### config.mk
export PLATFORM = sky130hd
export DESIGN_NAME = light_drop_shade_detector
export DESIGN_NICKNAME = d
export VERILOG_FILES = /design/src/hdl/lds_pkg.sv /design/src/hdl/light_drop_shade_detector.sv
export SDC_FILE = /design/constraint.sdc
export NUM_CORES = 1
export LEC_CHECK = 0
export BUFFER_PORTS_ARGS = -buffer_cell sky130_fd_sc_hd__buf_4
export CELL_PAD_IN_SITES_DETAIL_PLACEMENT = 1
export CELL_PAD_IN_SITES_GLOBAL_PLACEMENT = 1
export CORE_MARGIN = 1.5
export CORE_UTILIZATION = 43
export CTS_CLUSTER_SIZE = 28
export DETAILED_ROUTE_END_ITERATION = 12
export GPL_TIMING_DRIVEN = 1
export HOLD_SLACK_MARGIN = 0.1
export PLACE_DENSITY = 0.86
export SYNTH_ARGS = -nofsm -noshare
export SYNTH_HDL_FRONTEND = slang
export SYNTH_SLANG_ARGS = --single-unit
### constraint.sdc
create_clock -name i_clk -period 4.3 [get_ports i_clk]
set_input_delay 0.43 -clock i_clk [delete_from_list [all_inputs] [get_ports i_clk]]
set_output_delay 0.43 -clock i_clk [all_outputs]
set_load 0.05 [all_outputs]
### src/hdl/lds_pkg.sv
`default_nettype none

package lds_pkg;

    // fixed-point format of the baseline
    localparam int FRAC_BITS = 8;
    localparam int LUX_W     = 16;
    localparam int BASE_W    = LUX_W + FRAC_BITS;
    // drop numerator holds (baseline - reading) * 100
    localparam int NUM_W     = BASE_W + 7;
    localparam int PCT_W     = 7;
    localparam int DIV_W     = 4;
    localparam int CNT_W     = 4;
    // quotient bits produced by the serial divider
    localparam int QSTEPS    = PCT_W;
    localparam int STEP_W    = $clog2(QSTEPS);

    // configuration port
    localparam int PADDR_W   = 4;
    localparam int PDATA_W   = 32;
    localparam int REG_IDX_W = 2;

    typedef enum logic [REG_IDX_W-1:0] {
        REG_THRESHOLD = 2'd0,
        REG_DIVISOR   = 2'd1,
        REG_CONFIRM   = 2'd2,
        REG_NONE      = 2'd3
    } t_reg_idx;

    localparam logic [PCT_W-1:0] THRESHOLD_RST = PCT_W'(30);
    localparam logic [DIV_W-1:0] DIVISOR_RST   = DIV_W'(2);
    localparam logic [CNT_W-1:0] CONFIRM_RST   = CNT_W'(3);
    localparam logic [PCT_W-1:0] PCT_MAX       = PCT_W'(100);

    // edge codes of a result
    typedef enum logic [1:0] {
        EDGE_NONE    = 2'd0,
        EDGE_ENTER   = 2'd1,
        EDGE_RELEASE = 2'd2,
        EDGE_UNUSED  = 2'd3
    } t_edge;

endpackage

`default_nettype wire

### src/hdl/light_drop_shade_detector.sv
// a failed or seeding reading goes from S_IDLE straight to S_RESULT, others first pass
//   S_BASE, S_SETUP, S_DIV and S_DECIDE; a new reading is taken only in S_IDLE, once the
//   last result is in the output register (S_RESULT waits while that is full and not
//   taken); the 7-step bit-serial divider forms the drop percent and release threshold
// reset: synchronous active-low i_rst_n clears state, baseline and counters and loads
//   register defaults (threshold 30, divisor 2, confirm count 3)
`default_nettype none

module light_drop_shade_detector (
    input  wire logic                          i_clk,
    input  wire logic                          i_rst_n,
    // input transaction
    input  wire logic                          i_valid,
    output logic                               o_ready,
    input  wire logic [lds_pkg::LUX_W-1:0]     i_lux,
    input  wire logic                          i_read_failed,
    // result transaction
    output logic                               o_valid,
    input  wire logic                          i_ready,
    output logic [1:0]                         o_edge_res,
    output logic                               o_shaded,
    output logic [lds_pkg::PCT_W-1:0]          o_drop_percent,
    output logic                               o_sensor_fault,
    // configuration port
    input  wire logic                          psel,
    input  wire logic                          penable,
    input  wire logic                          pwrite,
    input  wire logic [lds_pkg::PADDR_W-1:0]   paddr,
    input  wire logic [lds_pkg::PDATA_W-1:0]   pwdata,
    output logic [lds_pkg::PDATA_W-1:0]        prdata,
    output logic                               pready
);

    typedef enum logic [2:0] {
        S_IDLE,
        S_BASE,
        S_SETUP,
        S_DIV,
        S_DECIDE,
        S_RESULT
    } t_state;

    t_state r_state;

    // configuration registers
    logic [lds_pkg::PCT_W-1:0]  r_threshold;
    logic [lds_pkg::DIV_W-1:0]  r_divisor;
    logic [lds_pkg::CNT_W-1:0]  r_confirm;

    // detector state
    logic                        r_shaded;
    logic                        r_base_valid;
    logic [lds_pkg::BASE_W-1:0]  r_base;
    logic [lds_pkg::CNT_W-1:0]   r_conf_cnt;
    logic [lds_pkg::PCT_W-1:0]   r_last_drop;

    // captured reading
    logic [lds_pkg::BASE_W-1:0]  r_xs;

    // serial divider
    logic [lds_pkg::NUM_W-1:0]   r_rem;
    logic [lds_pkg::NUM_W-1:0]   r_dvs;
    logic [lds_pkg::PCT_W-1:0]   r_quot;
    logic [lds_pkg::PCT_W-1:0]   r_trem;
    logic [lds_pkg::PCT_W+lds_pkg::DIV_W-1:0] r_tden;
    logic [lds_pkg::PCT_W-1:0]   r_rel;
    logic [lds_pkg::STEP_W-1:0]  r_step;

    // pending result
    lds_pkg::t_edge              r_res_edge;
    logic                        r_res_fault;

    // output register
    logic                        r_o_valid;
    lds_pkg::t_edge              r_o_edge;
    logic                        r_o_shaded;
    logic [lds_pkg::PCT_W-1:0]   r_o_drop;
    logic                        r_o_fault;

    logic                        w_in_xfer;
    logic                        w_out_free;
    logic                        w_cfg_wr;
    lds_pkg::t_reg_idx           w_idx;
    logic [lds_pkg::BASE_W-1:0]  w_lux_scaled;
    logic [lds_pkg::BASE_W+4:0]  w_ema_sum;
    logic [lds_pkg::BASE_W-1:0]  w_base_next;
    logic [lds_pkg::BASE_W-1:0]  w_diff;
    logic [lds_pkg::NUM_W-1:0]   w_num;
    logic                        w_qbit;
    logic                        w_tbit;
    logic [lds_pkg::DIV_W-1:0]   w_div_eff;
    logic [lds_pkg::PCT_W-1:0]   w_drop;
    logic                        w_hit;
    logic [lds_pkg::CNT_W-1:0]   w_cnt_inc;
    logic                        w_toggle;

    // handshakes
    assign w_in_xfer  = i_valid && o_ready;
    assign w_out_free = !r_o_valid || i_ready;
    assign w_cfg_wr   = psel && penable && pwrite && pready;
    assign w_idx      = lds_pkg::t_reg_idx'(paddr[lds_pkg::REG_IDX_W+1:2]);

    assign o_ready        = (r_state == S_IDLE);
    assign o_valid        = r_o_valid;
    assign o_edge_res     = r_o_edge;
    assign o_shaded       = r_o_shaded;
    assign o_drop_percent = r_o_drop;
    assign o_sensor_fault = r_o_fault;
    assign pready         = 1'b1;

    // register read-back
    always_comb begin
        prdata = '0;
        unique case (w_idx)
            lds_pkg::REG_THRESHOLD: prdata = lds_pkg::PDATA_W'(r_threshold);
            lds_pkg::REG_DIVISOR:   prdata = lds_pkg::PDATA_W'(r_divisor);
            lds_pkg::REG_CONFIRM:   prdata = lds_pkg::PDATA_W'(r_confirm);
            default:                prdata = '0;
        endcase
    end

    // baseline update: jump up to brighter readings, else (15*b + x) / 16
    assign w_lux_scaled = {i_lux, {lds_pkg::FRAC_BITS{1'b0}}};
    assign w_ema_sum    = {1'b0, r_base, 4'b0000} - (lds_pkg::BASE_W+5)'(r_base)
                          + (lds_pkg::BASE_W+5)'(r_xs);
    assign w_base_next  = (r_xs >= r_base) ? r_xs : w_ema_sum[lds_pkg::BASE_W+3:4];

    // drop numerator (b - x) * 100 as a sum of shifts
    assign w_diff = r_base - r_xs;
    assign w_num  = (lds_pkg::NUM_W'(w_diff) << 6) + (lds_pkg::NUM_W'(w_diff) << 5)
                    + (lds_pkg::NUM_W'(w_diff) << 2);

    // one quotient bit per cycle for the drop and the release threshold
    assign w_qbit    = (r_rem >= r_dvs);
    assign w_tbit    = ((lds_pkg::PCT_W+lds_pkg::DIV_W)'(r_trem) >= r_tden);
    assign w_div_eff = (r_divisor == '0) ? lds_pkg::DIV_W'(1) : r_divisor;

    // hysteresis decision
    assign w_drop    = (r_quot > lds_pkg::PCT_MAX) ? lds_pkg::PCT_MAX : r_quot;
    assign w_hit     = r_shaded ? (w_drop < r_rel) : (w_drop >= r_threshold);
    assign w_cnt_inc = r_conf_cnt + lds_pkg::CNT_W'(1);
    assign w_toggle  = w_hit && (w_cnt_inc >= r_confirm);

    // sequencer, state and output register
    always_ff @(posedge i_clk) begin
        if (!i_rst_n) begin
            r_state      <= S_IDLE;
            r_threshold  <= lds_pkg::THRESHOLD_RST;
            r_divisor    <= lds_pkg::DIVISOR_RST;
            r_confirm    <= lds_pkg::CONFIRM_RST;
            r_shaded     <= 1'b0;
            r_base_valid <= 1'b0;
            r_base       <= '0;
            r_conf_cnt   <= '0;
            r_last_drop  <= '0;
            r_o_valid    <= 1'b0;
        end else begin
            // configuration writes
            if (w_cfg_wr) begin
                unique case (w_idx)
                    lds_pkg::REG_THRESHOLD: r_threshold <= pwdata[lds_pkg::PCT_W-1:0];
                    lds_pkg::REG_DIVISOR:   r_divisor   <= pwdata[lds_pkg::DIV_W-1:0];
                    lds_pkg::REG_CONFIRM:   r_confirm   <= pwdata[lds_pkg::CNT_W-1:0];
                    default: ;
                endcase
            end

            // result taken and no new one loaded this cycle
            if (r_o_valid && i_ready && (r_state != S_RESULT)) begin
                r_o_valid <= 1'b0;
            end

            unique case (r_state)
                S_IDLE: begin
                    if (w_in_xfer) begin
                        r_xs        <= w_lux_scaled;
                        r_res_edge  <= lds_pkg::EDGE_NONE;
                        r_res_fault <= i_read_failed;
                        if (i_read_failed) begin
                            r_state <= S_RESULT;
                        end else if (!r_base_valid) begin
                            // seeding reading loads the baseline
                            r_base       <= w_lux_scaled;
                            r_base_valid <= 1'b1;
                            r_state      <= S_RESULT;
                        end else begin
                            r_state <= S_BASE;
                        end
                    end
                end
                S_BASE: begin
                    // baseline frozen while shaded
                    if (!r_shaded) begin
                        r_base <= w_base_next;
                    end
                    r_state <= S_SETUP;
                end
                S_SETUP: begin
                    if (r_xs >= r_base) begin
                        // no drop: divisor beyond any remainder gives a zero quotient
                        r_rem <= '0;
                        r_dvs <= '1;
                    end else begin
                        r_rem <= w_num;
                        r_dvs <= lds_pkg::NUM_W'(r_base) << (lds_pkg::QSTEPS-1);
                    end
                    r_trem  <= r_threshold;
                    r_tden  <= (lds_pkg::PCT_W+lds_pkg::DIV_W)'(w_div_eff)
                               << (lds_pkg::QSTEPS-1);
                    r_quot  <= '0;
                    r_rel   <= '0;
                    r_step  <= lds_pkg::STEP_W'(lds_pkg::QSTEPS-1);
                    r_state <= S_DIV;
                end
                S_DIV: begin
                    if (w_qbit) begin
                        r_rem <= r_rem - r_dvs;
                    end
                    if (w_tbit) begin
                        r_trem <= r_trem - r_tden[lds_pkg::PCT_W-1:0];
                    end
                    r_dvs  <= r_dvs >> 1;
                    r_tden <= r_tden >> 1;
                    r_quot <= {r_quot[lds_pkg::PCT_W-2:0], w_qbit};
                    r_rel  <= {r_rel[lds_pkg::PCT_W-2:0], w_tbit};
                    if (r_step == '0) begin
                        r_state <= S_DECIDE;
                    end else begin
                        r_step <= r_step - lds_pkg::STEP_W'(1);
                    end
                end
                S_DECIDE: begin
                    r_last_drop <= w_drop;
                    if (w_toggle) begin
                        r_conf_cnt <= '0;
                        r_shaded   <= !r_shaded;
                        r_res_edge <= r_shaded ? lds_pkg::EDGE_RELEASE : lds_pkg::EDGE_ENTER;
                    end else if (w_hit) begin
                        r_conf_cnt <= w_cnt_inc;
                    end else begin
                        r_conf_cnt <= '0;
                    end
                    r_state <= S_RESULT;
                end
                S_RESULT: begin
                    if (w_out_free) begin
                        r_o_valid  <= 1'b1;
                        r_o_edge   <= r_res_edge;
                        r_o_shaded <= r_shaded;
                        r_o_drop   <= r_last_drop;
                        r_o_fault  <= r_res_fault;
                        r_state    <= S_IDLE;
                    end
                end
                default: r_state <= S_IDLE;
            endcase
        end
    end

endmodule

`default_nettype wire
* Word-level counts from Yosys, hierarchy flattened
Index checks and enable logic that the tools add are counted.
Cells by class: $add $sub $neg 9, order comparisons 7, equality and inequality tests 18, mux-type cells 37, bitwise operators 1, reductions and logical operators 30
Operators with widths (number):
- 31-bit case mux with 2 select lines | 2
- 24-bit 2-to-1 mux | 5
- 31-bit 2-to-1 mux | 3
- 24-bit case mux with 2 select lines | 1
- 7-bit case mux with 2 select lines | 3
- 30-bit by 29-bit adder with 31-bit output | 1
- 31-bit by 26-bit adder with 31-bit output | 1
- 31-bit greater-or-equal comparator | 1
- 31-bit subtractor | 1
- 28-bit by 24-bit adder with 28-bit output | 1
- 28-bit by 24-bit subtractor with 28-bit output | 1
- 24-bit greater-or-equal comparator | 1
- 24-bit subtractor | 1
- 11-bit case mux with 2 select lines | 1
- 7-bit case mux with 3 select lines | 1
- 3-bit AND reduction | 7
- 3-bit 2-to-1 mux | 6
- 2-bit != test (second input constant) | 9
- 3-bit case mux with 6 select lines | 1
- 7-bit 2-to-1 mux | 2
- 4-bit 2-to-1 mux | 3
- 7-bit by 11-bit greater-or-equal comparator with 1-bit output | 1
- 2-bit AND reduction | 5
- 7-bit greater-or-equal comparator | 1
- other kinds (27) | 43
Word-level totals: register bits 183, bits of input ports 60, output and inout port bits 46, logic and storage cells 126

* Logic depth before layout (Yosys ltp)
word-level depth 7, depth in mapped cells 23

* Worst setup path before layout
Ideal clock, no wire load.
path kind register -> register, start register r_base[8] in the netlist's numbering, end register r_rem[27] in the netlist's numbering (data pin), library setup time 271 ps, arrival time 4079 ps, required time 4029 ps, path slack -51 ps, cell stages (with the launch flop) 19, path buffers 0, cells stage by stage dfxtp_1 > inv_1 > ha_1 > fa_1 > nor2b_1 > o31a_1 > o21ai_0 > a21oi_1 > fa_1 > ha_1 > nand4_1 > nor2_1 > a2111oi_0 > o211ai_1 > nand4_1 > nand2_1 > o31ai_1 > xor2_1 > o22ai_1
Between the ends: word-level cells in the longest chain between the ends 5, elaborated cells between the ends (all ways) 6
Ends and longest elaborated chain:
- start: declaration | line light_drop_shade_detector.sv:53 | logic [lds_pkg::BASE_W-1:0] r_base;
- start signal: assignment | line light_drop_shade_detector.sv:183 | r_base <= w_lux_scaled;
- start signal: assignment | line light_drop_shade_detector.sv:194 | r_base <= w_base_next;
- 24-bit subtractor | line light_drop_shade_detector.sv:129 | assign w_diff = r_base - r_xs;
- 30-bit by 29-bit adder with 31-bit output | line light_drop_shade_detector.sv:130 | assign w_num = (lds_pkg::NUM_W'(w_diff) << 6) + (lds_pkg::NUM_W'(w_diff) << 5)
- 31-bit by 26-bit adder with 31-bit output | line light_drop_shade_detector.sv:131 | + (lds_pkg::NUM_W'(w_diff) << 2);
- 31-bit 2-to-1 mux * | line light_drop_shade_detector.sv:199 | if (r_xs >= r_base) begin
- 31-bit case mux with 2 select lines * | line light_drop_shade_detector.sv:173 | unique case (r_state)
- end signal: assignment | line light_drop_shade_detector.sv:204 | r_rem <= w_num;
- end signal: assignment | line light_drop_shade_detector.sv:217 | r_rem <= r_rem - r_dvs;
- end: declaration | line light_drop_shade_detector.sv:61 | logic [lds_pkg::NUM_W-1:0] r_rem;
Mark *: on every way between the ends. The rest lies on a longest branch, timed or not. A chain may end at the register's enable or synchronous reset.

* Worst setup path in the final report
start register r_xs[8] in the netlist's numbering, end register r_rem[28] in the netlist's numbering (data pin)
Between the ends: word-level cells in the longest chain between the ends 5, elaborated cells between the ends (all ways) 6
Ends and longest elaborated chain:
- start: declaration | line light_drop_shade_detector.sv:58 | logic [lds_pkg::BASE_W-1:0] r_xs;
- start signal: assignment | line light_drop_shade_detector.sv:176 | r_xs <= w_lux_scaled;
- 24-bit subtractor | line light_drop_shade_detector.sv:129
- 30-bit by 29-bit adder with 31-bit output | line light_drop_shade_detector.sv:130
- 31-bit by 26-bit adder with 31-bit output | line light_drop_shade_detector.sv:131
- 31-bit 2-to-1 mux * | line light_drop_shade_detector.sv:199
- 31-bit case mux with 2 select lines * | line light_drop_shade_detector.sv:173
Marked as above.

==> impl_metrics.py <==
metrics = {
    "worst_setup_path": {
        "cp.arrival_ps": 5070,
        "crit_fanout": 4,
        "crit_path_end_kind": "flip-flop",
        "critPathKind": "flip-flop to flip-flop",
        "startpoint_type": "flip-flop",
        "cp_data_required_time_ps": 4500,
    },
    "sta": {
        "fin_crit_sh_pct": 113,
        "maxSlewViolCount": 0,
        "hold_viol_final": 0,
        "maxSlewHeadroom_pct": 23.0,
        "timing.fmax_mhz": 205,
        "setup_viol": 13,
        "tightestPinTransition_ps": 1150,
        "rsz0062_at_grt": "true",
        "min_period_ps": 4870,
        "setup_slack_ps": -569,
        "fin_skew_ps": 15.0,
    },
    "placement": {
        "placed_area_mm2": 0.0154,
        "gp_congestion": 0.871,
        "io_buffers": 52,
        "detailed_place_hpwl_um": 30000,
    },
    "logic_synthesis": {
        "yosysTopAreaCellShare_pct": 26.8,
        "syn_area_mm2": 0.0141,
        "ys_warn_count": 0,
        "ys_seq_elements": 182,
        "avgSynthCellArea_um2": 9.16,
        "yosys-top-cells-area": "edfxtp_1 (27%), ha_1 (12%), dfxtp_1 (8.0%)",
        "synth_area_leader_cell": "edfxtp_1",
        "synth_most_common_cell": "inv_1",
        "ys_types": 81,
        "yosysSeqAreaShare_pct": 34.8,
        "synth_ff_type": "edfxtp_1",
        "async_flop_share_pct": 0,
        "synth_edf_count": 126,
        "synth_commonest_cells": "inv_1 (164), ha_1 (140), edfxtp_1 (126)",
        "synth_cells": 1540,
    },
    "cts": {
        "ctsLongestPathBuffers": 2,
        "cts_made_buffers": 17,
        "cts_hold_buf": 0,
        "clk_pin_slew_ps": 70,
        "tritoncts": "yes",
        "cts_root_buffer": "clkbuf_16",
        "cts.sinks": 182,
        "clock_latency_ps": 480,
        "htreeDepth": 4,
    },
    "die": {
        "ios": 106,
        "fp-row-count": 66,
        "dieHeight_um": 184,
        "core-area_mm2": 0.0324,
        "design.die.area_mm2": 0.0339,
        "initial_core_util_pct": 43.6,
        "fp.dieW_um": 184,
    },
    "routing": {
        "antenna_left": 0,
        "drtIter0Drc": 815,
        "remaining_drc_errors": 0,
        "vias_per_cell": 5.97,
        "drtPass1Iterations": 5,
        "vias": 12649,
        "wl_per_cell_um": 22.9,
        "routed_wl_um": 48500,
    },
    "global_routing": {
        "grtUsageTotal_pct": 26.5,
        "grt_antenna_before_repair": 1,
        "grt_first_pass_wirelength_um": 69700,
        "grt_max_degree": 128,
        "grt_pass1_vias": 13094,
        "gr-total-overflow": 0,
    },
    "cells_and_area": {
        "seq_area_mm2": 0.00491,
        "drive_above_1_share_pct": 19.5,
        "fillers": 3699,
        "synthToLayoutAreaGrowth_pct": 20.0,
        "nets": 1895,
        "stdcell_area_mm2": 0.0169,
        "multi_input_area_mm2": 0.00897,
    },
    "status": {
        "violations": "negative setup slack",
        "outcome": "finished with violations",
    },
    "hold_path": {
        "hp-class": "primary input to flip-flop",
    },
    "job": {
        "drv_cap": 0,
    },
}
==> final cells by class <==
type                            count  share of cell area, %
Multi-Input combinational cell   1132                   53.0
Sequential cell                   182                   29.0
Timing Repair Buffer              166                   7.71
Inverter                          164                   3.64
Tap cell                          442                   3.27
Clock buffer                       22                   2.87
Clock inverter                     10                  0.496
Antenna cell                        1                 0.0148
==> cells by family (layout without fill, tap and decap cells) <==
family	count (synthesis)	count (layout)	share of synthesized area, %
compound gates	430	430	20.3
simple gates	398	398	13.7
buf+inv	250	362	7.48
flops	182	182	34.8
fa+ha+maj	172	172	17.0
xor+xnor	95	95	5.90
mux	11	11	0.781
other cells	2	27	0.0533
==> flip-flops by register name, summed over array words and instances, names as in the netlist, 7 cells and up <==
signal / flops
r_rem: 31
r_trem: 7
r_rel: 7
r_xs: 16
r_quot: 7
r_threshold: 7
r_tden: 10
r_base: 24
o_drop_percent: 7
r_dvs: 31
r_last_drop: 7
==> path summary, 6_finish.rpt <==
check           startpoint            end  slack, ps  depth (start not counted)
max reg2reg        r_xs[8]      r_rem[28]       -570                         21
max                r_xs[8]      r_rem[28]       -570                         21
min reg2reg  r_res_edge[1]  o_edge_res[1]        420                          0
min               i_lux[4]       r_xs[12]        140                          1
==> through the flow <==
step	setup TNS, ps	std cells	worst slack (ps)	utilization, %	hold WS (ps)
after floorplan	0	1564	10.3	-	400
after global placement	-707	2053	-135	47.5	404
after detailed placement	-2970	2053	-406	47.5	409
after CTS	-224	2101	-113	50.5	145
after global routing	-4330	2118	-640	52.3	124
final	-3700	2119	-569	52.3	140
==> critical path, cell delays in order (launching register included) <==
cell	delay [ps]
edfxtp_1	450
ha_4	210
fa_2	370
nor2b_4	140
o31a_1	190
o31a_1	210
o21a_1	190
nor2_4	60
o21bai_1	210
a21oi_2	140
xnor2_2	350
xor2_1	130
ha_1	230
a21o_1	200
ha_4	180
or3_4	400
o211a_1	240
o21ai_1	130
nand2_1	90
a41oi_2	180
xor2_1	200
o22ai_1	100
==> metal layers <==
metal	track usage (%)	routed length [µm]	up-vias
met5	0	0	-
met4	13.4	3020	0
met3	3.93	2660	192
met2	48.0	24600	526
met1	30.2	18300	6263
li1	-	-	5668
==> what timing repair did <==
| action | 4_1_cts | 5_1_grt |
|---|---|---|
| pin swaps | 42 | 56 |
| endpoints found under the setup margin | 13 | 13 |
| resized for setup | 59 | 84 |
| setup buffers | 16 | 18 |
==> cells in the final DEF (no fill, tap or decap), types with 54 or more instances in the layout <==
master,netlist,final
inv_1,164,156
buf_4,26,153
edfxtp_1,126,126
ha_1,140,121
nor2_1,112,103
nand2_1,106,102
a21oi_1,92,79
o21ai_0,72,65
a21o_1,64,64
dfxtp_1,56,54
Power is left out: the tool's default activity adds up to more than one toggle a clock period on the data nets, which glitch-free logic cannot reach.
